### config.mk
export PLATFORM = sky130hd
export DESIGN_NAME = json_string_unescape_decoder_unit
export DESIGN_NICKNAME = d
export VERILOG_FILES = /design/src/jsud_pkg.sv /design/src/jsud_step.sv /design/src/json_string_unescape_decoder_unit.sv
export SDC_FILE = /design/constraint.sdc
export NUM_CORES = 1
export LEC_CHECK = 0
export BUFFER_PORTS_ARGS = -buffer_cell sky130_fd_sc_hd__buf_2
export CAP_MARGIN = 0
export CORE_MARGIN = 5
export CORE_UTILIZATION = 50
export CTS_CLUSTER_SIZE = 28
export DETAILED_ROUTE_END_ITERATION = 6
export PLACE_DENSITY = 0.68
export SYNTH_ARGS = -nofsm -noshare
export SYNTH_HDL_FRONTEND = slang
export SYNTH_HIERARCHICAL = 1
export SYNTH_SLANG_ARGS = --single-unit
### constraint.sdc
create_clock -name i_clk -period 8 [get_ports i_clk]
set_input_delay 0.4 -clock i_clk [delete_from_list [all_inputs] [get_ports i_clk]]
set_output_delay 0.4 -clock i_clk [all_outputs]
set_load 0.005 [all_outputs]
### src/jsud_pkg.sv
package jsud_pkg;

    typedef enum logic [1:0] {
        MODE_NORMAL = 2'd0,
        MODE_ESCAPE = 2'd1,
        MODE_HEX    = 2'd2
    } t_mode;

    localparam logic [1:0] ST_OK        = 2'd0;
    localparam logic [1:0] ST_BAD_ESC   = 2'd1;
    localparam logic [1:0] ST_CUT_SHORT = 2'd2;
    localparam logic [1:0] ST_BAD_HEX   = 2'd3;

    localparam logic [15:0] CAP_RESET = 16'd256;

    typedef struct packed {
        t_mode       mode;
        logic [1:0]  hex_seen;
        logic [15:0] code_point;
        logic [15:0] out_count;
        logic        zero_seen;
        logic [15:0] len_before_zero;
        logic [1:0]  err;
        logic        halted;
    } t_dec_state;

    localparam t_dec_state DEC_STATE_CLEAR = '{
        mode: MODE_NORMAL, hex_seen: 2'd0, code_point: 16'd0, out_count: 16'd0,
        zero_seen: 1'b0, len_before_zero: 16'd0, err: ST_OK, halted: 1'b0
    };

    // Results caused by one accepted byte.
    typedef struct packed {
        logic [1:0]  nres;
        logic        bytes_valid;
        logic [7:0]  b0;
        logic [7:0]  b1;
        logic [7:0]  b2;
        logic        last;
        logic [1:0]  status;
        logic [15:0] length;
    } t_batch;

endpackage

### src/jsud_step.sv
module jsud_step
    import jsud_pkg::*;
(
    input  t_dec_state  i_st,
    input  logic [15:0] i_cap,
    input  logic [7:0]  i_byte,
    input  logic        i_last,
    output t_dec_state  o_st,
    output t_batch      o_batch
);

    localparam logic [7:0] CH_QUOTE = 8'h22;
    localparam logic [7:0] CH_BSL   = 8'h5c;
    localparam logic [7:0] CH_SLASH = 8'h2f;
    localparam logic [7:0] CH_B     = 8'h62;
    localparam logic [7:0] CH_F     = 8'h66;
    localparam logic [7:0] CH_N     = 8'h6e;
    localparam logic [7:0] CH_R     = 8'h72;
    localparam logic [7:0] CH_T     = 8'h74;
    localparam logic [7:0] CH_U     = 8'h75;

    function automatic logic [4:0] hex_val(input logic [7:0] c);
        logic [4:0] r;
        r = 5'd0;
        if (c >= 8'h30 && c <= 8'h39) begin
            r = {1'b1, c[3:0]};
        end else if ((c >= 8'h61 && c <= 8'h66) || (c >= 8'h41 && c <= 8'h46)) begin
            r = {1'b1, c[3:0] + 4'd9};
        end
        return r;
    endfunction

    t_dec_state  ns;
    logic [1:0]  cand;
    logic [7:0]  c0, c1, c2;
    logic [4:0]  hv;
    logic [15:0] cp_new;
    logic [15:0] limit;
    logic [15:0] room;
    logic [1:0]  k;

    always_comb begin
        ns     = i_st;
        cand   = 2'd0;
        c0     = 8'd0;
        c1     = 8'd0;
        c2     = 8'd0;
        hv     = hex_val(i_byte);
        cp_new = {i_st.code_point[11:0], hv[3:0]};
        limit  = i_cap - 16'd1;
        room   = (i_st.out_count < limit) ? (limit - i_st.out_count) : 16'd0;

        if (!i_st.halted) begin
            unique case (i_st.mode)
                MODE_ESCAPE: begin
                    ns.mode = MODE_NORMAL;
                    cand    = 2'd1;
                    unique case (i_byte)
                        CH_QUOTE: c0 = CH_QUOTE;
                        CH_BSL:   c0 = CH_BSL;
                        CH_SLASH: c0 = CH_SLASH;
                        CH_B:     c0 = 8'h08;
                        CH_F:     c0 = 8'h0c;
                        CH_N:     c0 = 8'h0a;
                        CH_R:     c0 = 8'h0d;
                        CH_T:     c0 = 8'h09;
                        CH_U: begin
                            cand          = 2'd0;
                            ns.mode       = MODE_HEX;
                            ns.hex_seen   = 2'd0;
                            ns.code_point = 16'd0;
                        end
                        default: begin
                            cand      = 2'd0;
                            ns.err    = ST_BAD_ESC;
                            ns.halted = 1'b1;
                            ns.hex_seen = 2'd0;
                        end
                    endcase
                end
                MODE_HEX: begin
                    if (!hv[4]) begin
                        ns.err      = ST_BAD_HEX;
                        ns.halted   = 1'b1;
                        ns.mode     = MODE_NORMAL;
                        ns.hex_seen = 2'd0;
                    end else begin
                        ns.code_point = cp_new;
                        if (i_st.hex_seen == 2'd3) begin
                            ns.mode     = MODE_NORMAL;
                            ns.hex_seen = 2'd0;
                            if (cp_new < 16'h0080) begin
                                cand = 2'd1;
                                c0   = {1'b0, cp_new[6:0]};
                            end else if (cp_new < 16'h0800) begin
                                cand = 2'd2;
                                c0   = {3'b110, cp_new[10:6]};
                                c1   = {2'b10, cp_new[5:0]};
                            end else begin
                                cand = 2'd3;
                                c0   = {4'b1110, cp_new[15:12]};
                                c1   = {2'b10, cp_new[11:6]};
                                c2   = {2'b10, cp_new[5:0]};
                            end
                        end else begin
                            ns.hex_seen = i_st.hex_seen + 2'd1;
                        end
                    end
                end
                default: begin
                    ns.mode = MODE_NORMAL;
                    if (i_st.out_count < limit) begin
                        if (i_byte == CH_BSL) begin
                            ns.mode = MODE_ESCAPE;
                        end else begin
                            cand = 2'd1;
                            c0   = i_byte;
                        end
                    end
                end
            endcase

            if (i_last && !ns.halted && ns.mode != MODE_NORMAL) begin
                ns.err      = ST_CUT_SHORT;
                ns.halted   = 1'b1;
                ns.mode     = MODE_NORMAL;
                ns.hex_seen = 2'd0;
            end
        end

        // Only the first byte of a transfer can be zero.
        k            = (room < {14'd0, cand}) ? room[1:0] : cand;
        ns.out_count = i_st.out_count + {14'd0, k};
        if (k != 2'd0 && c0 == 8'd0 && !i_st.zero_seen) begin
            ns.zero_seen       = 1'b1;
            ns.len_before_zero = i_st.out_count;
        end

        o_batch.nres        = (i_last && k == 2'd0) ? 2'd1 : k;
        o_batch.bytes_valid = (k != 2'd0);
        o_batch.b0          = c0;
        o_batch.b1          = c1;
        o_batch.b2          = c2;
        o_batch.last        = i_last;
        o_batch.status      = ns.err;
        o_batch.length      = ns.zero_seen ? ns.len_before_zero : ns.out_count;

        o_st = i_last ? DEC_STATE_CLEAR : ns;
    end

endmodule

### src/json_string_unescape_decoder_unit.sv
// JSON string unescaper: raw string body bytes in, decoded bytes out.
// Input channel i_valid/o_ready carries one raw byte (i_in_byte) and the
// end-of-string mark (i_in_last) per transfer. Output channel o_valid/i_ready
// carries one result per transfer: a decoded byte with o_byte_valid, or on an
// end-of-string byte that decodes to nothing, a single result with
// o_byte_valid low. o_run_last marks the last result of an input byte,
// o_string_end the last result of the string, which also carries o_status
// and o_out_length.
// A byte's first result is registered and appears in the cycle after its
// transfer. Throughput: one input byte per cycle while the receiver is ready
// and each byte yields at most one result; a \uXXXX escape ending in 2 or 3
// UTF-8 bytes holds the result register and input until its last byte leaves.
// A stalled receiver holds the result register; input is taken again in the
// cycle the last pending result leaves. Reset clears decoder state, empties
// the result register and sets the output capacity to 256. i_cfg_we writes
// the capacity; the user must use it only when idle; it is not enforced.
module json_string_unescape_decoder_unit
    import jsud_pkg::*;
(
    input  logic        i_clk,
    input  logic        i_rst_n,
    input  logic        i_cfg_we,
    input  logic [15:0] i_cfg_data,
    input  logic        i_valid,
    output logic        o_ready,
    input  logic [7:0]  i_in_byte,
    input  logic        i_in_last,
    output logic        o_valid,
    input  logic        i_ready,
    output logic [7:0]  o_out_byte,
    output logic        o_byte_valid,
    output logic        o_run_last,
    output logic        o_string_end,
    output logic [1:0]  o_status,
    output logic [15:0] o_out_length
);

    logic [15:0] r_cap;
    t_dec_state  r_st;
    t_dec_state  n_st;
    t_batch      n_batch;

    logic [1:0]  r_cnt;
    logic [1:0]  r_pos;
    logic [7:0]  r_bytes [3];
    logic        r_bv;
    logic        r_last;
    logic [1:0]  r_status;
    logic [15:0] r_len;

    logic in_xfer;
    logic out_xfer;
    logic at_end;
    logic fin_last;

    jsud_step u_step (
        .i_st    (r_st),
        .i_cap   (r_cap),
        .i_byte  (i_in_byte),
        .i_last  (i_in_last),
        .o_st    (n_st),
        .o_batch (n_batch)
    );

    assign at_end   = (r_pos == r_cnt - 2'd1);
    assign out_xfer = o_valid && i_ready;
    assign o_ready  = (r_cnt == 2'd0) || (out_xfer && at_end);
    assign in_xfer  = i_valid && o_ready;

    always_ff @(posedge i_clk) begin
        if (!i_rst_n) begin
            r_cap <= CAP_RESET;
            r_st  <= DEC_STATE_CLEAR;
            r_cnt <= 2'd0;
            r_pos <= 2'd0;
        end else begin
            if (i_cfg_we) begin
                r_cap <= i_cfg_data;
            end
            if (in_xfer) begin
                r_st  <= n_st;
                r_cnt <= n_batch.nres;
                r_pos <= 2'd0;
            end else if (out_xfer) begin
                if (at_end) begin
                    r_cnt <= 2'd0;
                end
                r_pos <= r_pos + 2'd1;
            end
        end
    end

    always_ff @(posedge i_clk) begin
        if (in_xfer) begin
            r_bytes[0] <= n_batch.b0;
            r_bytes[1] <= n_batch.b1;
            r_bytes[2] <= n_batch.b2;
            r_bv       <= n_batch.bytes_valid;
            r_last     <= n_batch.last;
            r_status   <= n_batch.status;
            r_len      <= n_batch.length;
        end
    end

    assign fin_last     = at_end && r_last;
    assign o_valid      = (r_cnt != 2'd0);
    assign o_out_byte   = r_bv ? r_bytes[r_pos] : 8'd0;
    assign o_byte_valid = r_bv;
    assign o_run_last   = at_end;
    assign o_string_end = fin_last;
    assign o_status     = fin_last ? r_status : ST_OK;
    assign o_out_length = fin_last ? r_len : 16'd0;

    a_pos_in_range: assert property (@(posedge i_clk) disable iff (!i_rst_n)
        o_valid |-> (r_pos < r_cnt))
        else $error("result index beyond pending count");

    a_end_is_run_last: assert property (@(posedge i_clk) disable iff (!i_rst_n)
        (o_valid && o_string_end) |-> o_run_last)
        else $error("string end not on last result of its byte");

    a_empty_only_at_end: assert property (@(posedge i_clk) disable iff (!i_rst_n)
        (o_valid && !o_byte_valid) |-> (o_string_end && r_cnt == 2'd1))
        else $error("byteless result outside end of string");

    a_state_cleared: assert property (@(posedge i_clk) disable iff (!i_rst_n)
        (in_xfer && i_in_last) |=> (r_st == DEC_STATE_CLEAR))
        else $error("decoder state not cleared after string end");

endmodule
# Yosys cells after proc, flatten, opt, wreduce, memory -nomap -nowiden
# Memory sizes are Yosys's and may differ from the RTL's. A register that Yosys moved wholly into a read port is not among the register bits.
# Index checks and enable logic that the tools add are counted.
dict set report word_totals {
  ram_bits 24
  out_inout_bits 31
  word_cells 152
  rom_bits 0
  input_bits 30
  n_memories 1
  register_bits 92
  latch_bits 0
}
# memory words width read_ports rd_ports_with_merged_regs wr line
set mem_list {}
lappend mem_list {r_bytes 3 8 1 1 3 json_string_unescape_decoder_unit.sv:45} ;# logic [7:0] r_bytes [3];
dict set report op_classes {
  reduce_logical 33
  div 0
  bitwise 1
  n_addsub 7
  shift 0
  n_lt_le_gt_ge 10
  mux 68
  eq_ne 17
  n_mul 0
}
# cell count
set op_table {}
lappend op_table {{$mux W8} 18}
lappend op_table {{$mux W16} 5}
lappend op_table {{$eq A8 B7 Y1 const B} 7}
lappend op_table {{$mux W56} 1}
lappend op_table {{$pmux W7 S8} 1}
lappend op_table {{$mux W2} 19}
lappend op_table {{$pmux W18 S2} 1}
lappend op_table {{$mux W20} 1}
lappend op_table {{$mux W17} 1}
lappend op_table {{$add A16 B2 Y16} 1}
lappend op_table {{$eq A8 B6 Y1 const B} 2}
lappend op_table {{$ge A8 B7 Y1 const B} 2}
lappend op_table {{$le A8 B7 Y1 const B} 2}
lappend op_table {{$lt A16 B12 Y1 const B} 1}
lappend op_table {{$lt A16 B16 Y1} 1}
lappend op_table {{$lt A16 B2 Y1} 1}
lappend op_table {{$lt A16 B8 Y1 const B} 1}
lappend op_table {{$pmux W8 S2} 1}
lappend op_table {{$sub A16 B1 Y16 const B} 1}
lappend op_table {{$sub A16 B16 Y16} 1}
lappend op_table {{$mux W3} 5}
lappend op_table {{$logic_and A1 B1 Y1} 12}
lappend op_table {{$mux W6} 2}
lappend op_table {{$mux W5} 2}
lappend op_table {{other kinds (30)} 47}

# Logic depth before layout (Yosys ltp)
# Gate-level depths: netlist (run 1).
dict set report depth {
  ltp_word 19
  depth_mapped 32
  mapped_depth_nobuf 31
}

# By module
# Netlist (run 1), hierarchy kept.
# mod n_inst seq_area_each_um2 cells_per_inst area_each_um2
set modules_own_cells {}
lappend modules_own_cells {json_string_unescape_decoder_unit 1 2882.8 426 4757.1}
lappend modules_own_cells {jsud_step 1 0.0 717 4463.0}

# Worst setup path before layout (run 1)
# No wires, ideal clock.
dict set report synth_path {
  path_type {reg-to-reg}
  from {register r_cap[5]}
  to {register r_len[14], data pin}
  path_buffers 0
  path_stages_with_launch 30
  path_slack_ps 573
  arrival_ps 7142
  required_ps 7716
  period_less_slack_ps 7427
  setup_time_ps 284
  cell_sequence {dfxtp_1 -> or4_1 -> nor4_1 -> nand2_1 -> or2_2 -> nor4_1 -> xor2_1 -> ha_1 -> nand4_1 -> or3_1 -> o2111a_1 -> a21oi_1 -> inv_1 -> nor2_1 -> ha_1 -> nor2b_1 -> a221o_1 -> nor4_1 -> o21bai_1 -> ha_1 -> inv_1 -> fa_1 -> nand3b_1 -> nor3_1 -> nand3_1 -> nor2_1 -> nand3_1 -> or3_1 -> a222oi_1 -> o311ai_0}
}
# element line
set synth_rtl {}
lappend synth_rtl {{start, declared} json_string_unescape_decoder_unit.sv:38} ;# logic [15:0] r_cap;
lappend synth_rtl {{start signal, assigned} json_string_unescape_decoder_unit.sv:78} ;# r_cap <= i_cfg_data;
lappend synth_rtl {{end signal, assigned} json_string_unescape_decoder_unit.sv:101} ;# r_len <= n_batch.length;
lappend synth_rtl {{end, declared} json_string_unescape_decoder_unit.sv:49} ;# logic [15:0] r_len;

==> results of run 1 <==
-- registers in the layout, indices dropped and copies added, names as in the netlist, named ones only --
signal,flops
r_cap,16
r_cnt,2
r_bytes,24
r_pos,2
o_byte_valid,1
r_st,52
r_last,1
r_len,16
r_status,2
-- layer usage --
layer | vias to the layer above | wire length [µm]
met3 | 32 | 1541
met2 | 251 | 9994
met4 | 0 | 449
met5 | - | 0
li1 | 4004 | -
met1 | 3759 | 11040
-- per-stage QoR --
stage | cells | setup TNS [ns] | hold slack (ns)
after floorplan | 1120 | 0 | 0.4368
after global placement | 1343 | 0 | 0.4497
after detailed placement | 1343 | 0 | 0.4578
after CTS | 1375 | 0 | 0.1818
after global routing | 1379 | -0.04535 | 0.2068
final | 1379 | 0 | 0.1972
-- final cells by class --
| type | count | share of cell area (%) |
|---|---|---|
| multi-input cells | 873 | 56.72 |
| inverters | 52 | 1.946 |
| well taps | 229 | 2.857 |
| clock inverters | 15 | 2.146 |
| repair buffers | 75 | 4.142 |
| flip-flops and latches | 118 | 27.94 |
| clock buffers | 17 | 4.242 |
-- repair_timing --
action | CTS | global route
buffers inserted | 0 | 4
hold endpoints to repair | 0 | 0
endpoints found under the setup margin | 0 | 5
resized for setup | 0 | 9
hold buffers | 0 | 0
-- where the power goes --
group | switching, µW | internal [µW]
clock | 301 | 529
combinational | 335 | 206
sequential | 21.6 | 676
total | 657 | 1410
-- how the worst min path moves through the flow --
stage	endpoint	slack (ns)
finish	r_cap[8]	0.20
global route	r_cap[8]	0.21
CTS	r_cap[8]	0.18
detailed placement	r_st[2]	0.46
global placement	r_st[2]	0.45
floorplan	r_st[23]	0.44
-- worst min-delay path, cell delays in order --
cell,delay [ns]
buf_2,0.07
mux2i_1,0.05
nand2_1,0.06
==> results.cfg, run 1 <==
[run_status]
outcome = finished clean

[finish]
drive_gt1_share_pct = 12.09
layout_commonest_cell = nand2_1
multi_input_area_mm2 = 0.005689
antenna_cells = 0
fin_area_mm2 = 0.01003
fillers = 1612
area_growth_pct = 11.13
layout_common_cells = 183 x nand2_1, 98 x mux2i_1, 82 x nor2_1, 74 x dfxtp_1, 59 x buf_2
nNetsFinal = 1198
final_util_pct = 56.22
seqCellArea_mm2 = 0.002803

[setup_path]
cp-end-kind = flop
crit_buf_inv = 3
rr_worst_depth = 30
critPathLaunch = r_cap[5]
slowest_stage = or4_1
cpPeakStageDelay_ns = 0.61
path_delay_family = simple AND/OR/NAND/NOR gates
reg2reg_to = r_len[14]
critical_path_class = flop to flop
critical_path_arrival_ns = 7.67
cp.depth = 30
reg2reg_setup_slack_ns = 0.46
crit_top_cell = ha_1
crit_path_max_fanout = 5
cp_data_required_time_ns = 8.13
r2r_start = r_cap[5]
startpoint_type = flop
crit_end = r_len[14]

[timing]
finClkSkew_ns = 0.01079
relSlewSlack_pct = 29.73
fmax_mhz = 132.7
worstMarginPinSlew_ns = 1.046
fin_crit_ns = 7.539
post-route-worst-setup-slack_ns = 0.4614
setup_viol = 0
drv_slew = 0
finalHoldViolations = 0
min_period_over_period_pct = 94.23

[global_route]
grt_use_met2_pct = 33.19
grt_max_degree = 85
grt-ovfl-total = 0
groute.layer.met3.usage_pct = 4.927
grt_pass1_wl_um = 37650
grt_pass1_vias = 7283
busiest_layer = met2
grt_use_met1_pct = 32.52
antenna_found_initial = 0
grt.total_usage_pct = 22.33

[drt]
drt-initial-drc-count = 841
drt-total-wl_um = 23020
detail_route.wl_per_cell_um = 16.70
dr.pass1.iters = 5
viasPerCell = 5.835
ant_nets = 0
drcViolationCount = 0
vias = 8046

[die]
die-area_mm2 = 0.02084
design.core.area_mm2 = 0.01784
io_pins = 61
fp.dieH_um = 144.4
num_rows = 49
fp.dieW_um = 144.4
initial_utilization_pct = 50.59

[placed_design]
hpwl_um = 16100
routabilityCongestion = 0.9868
portBuffers = 60
pre_cts_ws_ns = 0.2250
placed_cell_area_mm2 = 0.009320

[power_and_ir_drop]
p_leak_uw = 0.003849
vdd.ir_drop.worst_mv = 0.1623
total_power_uw = 2069
power_density_mw_per_mm2 = 206.2

[clocking]
clk_pin_slew_worst_paths_ns = 0.06
root_buffer = clkbuf_16
clock_sinks = 118
htree_levels = 4
ctsLongestPathBuffers = 2
clock_latency_ns = 0.42
numCtsBuffers = 17
cts_tree = yes

[job]
cap_violations = 0

[min_path]
whs_path_depth = 3
hp-class = input port to flop
min_from = i_cfg_data[8]

[yosys]
ys_warn_count = 6
netlist_instances = 1119
syn_avg_cell_area_um2 = 8.065
synth_area_mm2 = 0.009025
Power figures use the tool's default switching activity.
==> inputs of run 2 (changes only) <==
--- a/config.mk
+++ b/config.mk
@@ -11,7 +11,7 @@
 export CORE_UTILIZATION = 50
 export CTS_CLUSTER_SIZE = 28
 export DETAILED_ROUTE_END_ITERATION = 6
-export PLACE_DENSITY = 0.68
+export PLACE_DENSITY = 0.7
 export SYNTH_ARGS = -nofsm -noshare
 export SYNTH_HDL_FRONTEND = slang
 export SYNTH_HIERARCHICAL = 1
==> constraint.sdc (replaced) <==
create_clock -name i_clk -period 6.9 [get_ports i_clk]
set_input_delay 0.345 -clock i_clk [delete_from_list [all_inputs] [get_ports i_clk]]
set_output_delay 0.345 -clock i_clk [all_outputs]
set_load 0.005 [all_outputs]
==> run 2 against run 1 <==
Effect of this change:
- critical endpoint unchanged
- total power grew 13%
- worst setup slack lost 0.23 ns
- clock skew shrank 0.0029 ns
- final cell count grew 1.6%
- clock power grew 4.7%
- hold slack lost 0.024 ns
==> results.cfg, run 2 (synthesis results as in run 1) <==
[timing]
drv_slew = 0
relSlewSlack_pct = 19.61
fin_tns_setup_ns = 0
rsz0062_at_grt = true
fin_crit_ns = 6.665
finalHoldViolations = 0
min_period_over_period_pct = 96.59
fmax_mhz = 150.0
finClkSkew_ns = 0.007896
worstMarginPinSlew_ns = 1.206
setup_viol = 0

[global_route]
grt_pass1_vias = 7348
grt-ovfl-total = 0
antenna_found_initial = 0
grt_pass1_wl_um = 37500
grt.total_usage_pct = 22.20
grt_max_degree = 128

[drt]
vias = 8193
viasPerCell = 5.848
drt-total-wl_um = 23040
ant_nets = 0
dr.pass1.iters = 7
drcViolationCount = 0
detail_route.wl_per_cell_um = 16.45
drt-initial-drc-count = 793

[power_and_ir_drop]
power_density_mw_per_mm2 = 228.6
vdd.ir_drop.worst_mv = 0.2133
p_leak_uw = 0.003950

[min_path]
whs_path_depth = 3
hp-class = input port to flop

[finish]
drive_gt1_share_pct = 15.02
reg_top3 = r_st x52, r_bytes x24
layout_commonest_cell = nand2_1
antenna_cells = 0
largest_reg_flops = 52
area_growth_pct = 13.56
largest_register = r_st
layout_common_cells = 183 x nand2_1, 98 x mux2i_1, 82 x nor2_1, 72 x dfxtp_1, 59 x buf_2
nNetsFinal = 1220
finalNonFillerCells = 1401

[setup_path]
slowest_stage = or4_4
startpoint_type = flop
critical_path_class = flop to flop
cp_data_required_time_ns = 7.04
critical_path_arrival_ns = 6.80
rr_worst_depth = 29
crit_path_max_fanout = 4
cp-end-kind = flop
cpPeakStageDelay_ns = 0.54

[die]
initial_utilization_pct = 50.59
die-area_mm2 = 0.02084
fp.dieW_um = 144.4
fp.dieH_um = 144.4
io_pins = 61
design.core.area_mm2 = 0.01784
num_rows = 49

[clocking]
numCtsBuffers = 17
clock_sinks = 118
cts_tree = yes
root_buffer = clkbuf_16
postCtsHoldBufs = 0
clock_latency_ns = 0.42
ctsLongestPathBuffers = 2
clk_pin_slew_worst_paths_ns = 0.06
htree_levels = 4

[run_status]
outcome = finished clean

[placed_design]
routabilityCongestion = 0.9297
portBuffers = 60
dp_cells = 1360
hpwl_um = 15920

[job]
cap_violations = 0
==> run 2: cell types whose count changed in the layout (fill, tap and decap cells not counted), sizes merged <==
| cell | before | now |
|---|---|---|
| buf | 75 | 97 |
| clkinv | 5 | 9 |
| inv | 58 | 54 |
| bufinv | 4 | 2 |
| clkinvlp | 0 | 2 |
==> run 2: layer usage <==
layer / global-route usage (%) / wire [µm] / up-vias / share of wire [%]
met1: 32.84 / 11000 / 3811 / 48
met2: 34.28 / 10120 / 306 / 44
met4: 4.566 / 263 / 0 / 1.1
met5: 0 / 0 / - / 0
li1: - / - / 4054 / -
met3: 3.704 / 1652 / 22 / 7.2
==> run 2: power by group <==
part | switching [µW] | internal, µW
clock | 338 | 532
combinational | 398 | 263
sequential | 27.6 | 784
total | 764 | 1580
==> run 2: final cells by class <==
| type | count | area, µm² |
|---|---|---|
| multi-input combinational | 873 | 5801 |
| inverter | 52 | 195.2 |
| clock buffer | 17 | 425.4 |
| fill | 1637 | 7592 |
| sequential | 118 | 2805 |
| tap | 229 | 286.5 |
| clock inverter | 15 | 155.1 |
| timing repair buffer | 97 | 580.6 |
==> run 2: through the flow <==
step / utilization (%) / instance area [µm²] / worst slack, ns / power (µW) / hold WS (ns)
after floorplan: - / 9119 / 0.02909 / 1297 / 0.4368
after global placement: 53.45 / 9537 / 0.08175 / 1455 / 0.4514
after detailed placement: 53.45 / 9537 / -0.06703 / 1458 / 0.4568
after CTS: 56.74 / 10120 / -0.01584 / 2329 / 0.1682
after global routing: 57.44 / 10250 / -0.1104 / 2455 / 0.1822
final: 57.44 / 10250 / 0.2351 / 2342 / 0.1729
==> run 2: repair_timing <==
item	4_1_cts	5_1_grt
endpoints found under the setup margin	2	10
buffers inserted	0	9
gates resized for setup	1	14
pin swaps	2	18
==> run 2: final timing paths <==
check	slack, ns	start	end
worst min register to register	0.46	r_cnt[1]	r_cnt[1]
worst max-delay path	0.24	r_cap[5]	r_len[14]
worst max register to register	0.24	r_cap[5]	r_len[14]
worst min-delay path	0.17	i_cfg_data[8]	r_cap[8]
==> run 2: critical path, delay by kind of cell (launching register included) <==
| family | cells | cell delay (ns) |
|---|---|---|
| fa+ha+maj | 4 | 1.09 |
| compound gates | 6 | 1.29 |
| buf+inv | 2 | 0.10 |
| xor+xnor | 1 | 0.11 |
| flops | 1 | 0.33 |
| simple gates | 16 | 3.45 |
==> inputs of run 3 (changes only) <==
--- a/config.mk
+++ b/config.mk
@@ -11,8 +11,7 @@
 export CORE_UTILIZATION = 50
 export CTS_CLUSTER_SIZE = 28
 export DETAILED_ROUTE_END_ITERATION = 6
-export PLACE_DENSITY = 0.7
+export PLACE_DENSITY = 0.71
 export SYNTH_ARGS = -nofsm -noshare
 export SYNTH_HDL_FRONTEND = slang
-export SYNTH_HIERARCHICAL = 1
 export SYNTH_SLANG_ARGS = --single-unit
==> run 3 against run 2 <==
Effect of this change:
- flip-flop and latch count is 2 lower
- critical path depth is 2 lower
- via count is 13% lower
- wire length is 11% lower
- final cell count is 17% lower
- hold slack worse by 0.0066 ns
- non-clock buffer count is 25 lower
- global-route usage is 0.43 points higher
- synthesized cell count is 17% lower
- count of clock-buffer cells in the layout is 1 higher
- critical path type unchanged
- critical endpoint is now r_st[35]
==> results.cfg, run 3 <==
[clocking]
clock_sinks = 116
htree_levels = 4
clock_latency_ns = 0.41
numCtsBuffers = 17
cts_tree = yes
post-cts-setup-buffers = 0
clk_pin_slew_worst_paths_ns = 0.06
ctsLongestPathBuffers = 2
root_buffer = clkbuf_16

[timing]
fin_crit_ns = 6.417
drv_slew = 0
finClkSkew_ns = 0.008438
setup_viol = 0
fin_tns_setup_ns = 0
min_period_over_period_pct = 92.99
fmax_mhz = 155.8
finalHoldViolations = 0
relSlewSlack_pct = 26.57
worstMarginPinSlew_ns = 1.094

[setup_path]
critPathLaunch = r_cap[2]
cpPeakStageDelay_ns = 0.51
reg2reg_to = r_st[35]
cp-end-kind = flop
critical_path_class = flop to flop
cp_data_required_time_ns = 7.23
slowest_stage = or4_1
startpoint_type = flop
rr_worst_depth = 27
critical_path_arrival_ns = 6.75
r2r_start = r_cap[2]
crit_top_cell = nand3_1
crit_path_max_fanout = 9
reg2reg_setup_slack_ns = 0.48

[finish]
area_growth_pct = 13.16
layout_commonest_cell = nor2_1
largest_register = r_st
layout_common_cells = 109 x nor2_1, 74 x dfxtp_1, 65 x nand2_1, 64 x a21oi_1, 60 x buf_2
nNetsFinal = 1028
finalNonFillerCells = 1168
reg_top3 = r_st x52, r_bytes x22
antenna_cells = 0
largest_reg_flops = 52
drive_gt1_share_pct = 13.57

[yosys]
ys_warn_count = 0
synth_top_area_cell = dfxtp_1
synth_area_mm2 = 0.007675
synth.most_common_cell = nor2_1
synth_common_cells = 109 x nor2_1, 74 x dfxtp_1, 65 x nand2_1
syn-num-nets = 992
synth.top_cell.area_share_pct = 19.30
yosysUniqueCellTypes = 88
yosysSeqAreaShare_pct = 35.74
synthArstFlopShare_pct = 0
synth_seq_cells = 116
netlist_instances = 931
syn_avg_cell_area_um2 = 8.244
synth_top_flop_cell = dfxtp_1
synth.area.top_cells = dfxtp_1 19%, edfxtp_1 16%, nor2_1 5.3%
synth-edff-count = 42

[global_route]
grt_pass1_wl_um = 33350
grt_pass1_vias = 6505
grt_max_degree = 54
antenna_found_initial = 0
grt.total_usage_pct = 22.63
grt-ovfl-total = 0

[placed_design]
hpwl_um = 14620
routabilityCongestion = 0.9224
portBuffers = 60
dp_cells = 1136

[power_and_ir_drop]
power_density_mw_per_mm2 = 240.9
p_leak_uw = 0.003405
vdd.ir_drop.worst_mv = 0.1809

[drt]
drcViolationCount = 0
dr.pass1.iters = 6
detail_route.wl_per_cell_um = 17.59
ant_nets = 0
drt-total-wl_um = 20550
drt-initial-drc-count = 813
vias = 7163
viasPerCell = 6.133

[job]
cap_violations = 0

[min_path]
whs_path_depth = 3
min_to = r_cap[6]
hp-class = input port to flop
min_from = i_cfg_data[6]

[die]
die-area_mm2 = 0.01793
io_pins = 61
design.core.area_mm2 = 0.01515
fp.dieW_um = 133.9
fp.dieH_um = 133.9
num_rows = 45
initial_utilization_pct = 50.67

[run_status]
outcome = finished clean
## run 3: per-stage QoR
stage               total power (µW)  utilization, %  cell area [µm²]  hold WS, ns  setup slack (ns)
finish                          2092           57.34             8685       0.1662            0.4835
detailed placement              1239           53.14             8049       0.4666            0.2332
CTS                             2086           56.89             8616       0.1563            0.1904
global route                    2193           57.34             8685       0.1690          -0.02426
floorplan                       1123               -             7675       0.4069            0.4514
global placement                1237           53.14             8049       0.4608            0.2767
## run 3: cells by family after synthesis
| kind of cell | after synthesis | synth area share, % |
|---|---|---|
| AOI/OAI and AO/OA | 250 | 21.75 |
| muxes | 28 | 3.652 |
| xor gates and xnor gates | 21 | 2.397 |
| DFF | 116 | 35.74 |
| buffers and inverters | 100 | 5.477 |
| adders and majority gates | 31 | 5.249 |
| and+or+nand+nor | 385 | 25.74 |
## run 3: worst max-delay path: cells and delay by family (launching register included)
family	cells	cell delay, ns
fa+ha+maj	3	0.95
buf+inv	1	0.07
simple gates	15	3.33
flops	1	0.36
compound gates	7	1.46
xor+xnor	1	0.18
## run 3: how the worst max path moves through the flow
stage / to / slack [ns] / cells after the start
after global routing: r_st[34] / -0.02 / 24
after global placement: r_st[34] / 0.28 / 24
final: r_st[35] / 0.48 / 27
after detailed placement: r_st[34] / 0.23 / 28
after CTS: r_st[35] / 0.19 / 27
after floorplan: r_st[35] / 0.45 / 28
## run 3: power by group
part           switching, µW  internal (µW)  total (µW)
registers               25.1            757         782
clock network            322            527         849
logic                    286            175         461
## run 3: repair_timing
| action | in CTS | in global routing |
|---|---|---|
| hold buffers | 0 | 0 |
| setup endpoints to repair | 0 | 13 |
| resized for setup | 0 | 14 |
| endpoints found under the hold margin | 0 | 0 |
## run 3: cell type report
| cell class | instances | area [µm²] |
|---|---|---|
| clock inverter | 14 | 137.6 |
| fill | 1374 | 6461 |
| tap | 188 | 235.2 |
| inverter | 45 | 168.9 |
| multi-input combinational | 715 | 4581 |
| timing repair buffer | 72 | 390.4 |
| clock buffer | 18 | 429.2 |
| sequential | 116 | 2743 |
## run 3: per-layer routing
layer | track usage (%) | vias up | share of wire (%)
li1 | - | 3497 | -
met1 | 33.78 | 3346 | 48
met2 | 33.30 | 285 | 43
met3 | 4.126 | 35 | 7.3
met4 | 6.857 | 0 | 1.6
met5 | 0 | - | 0
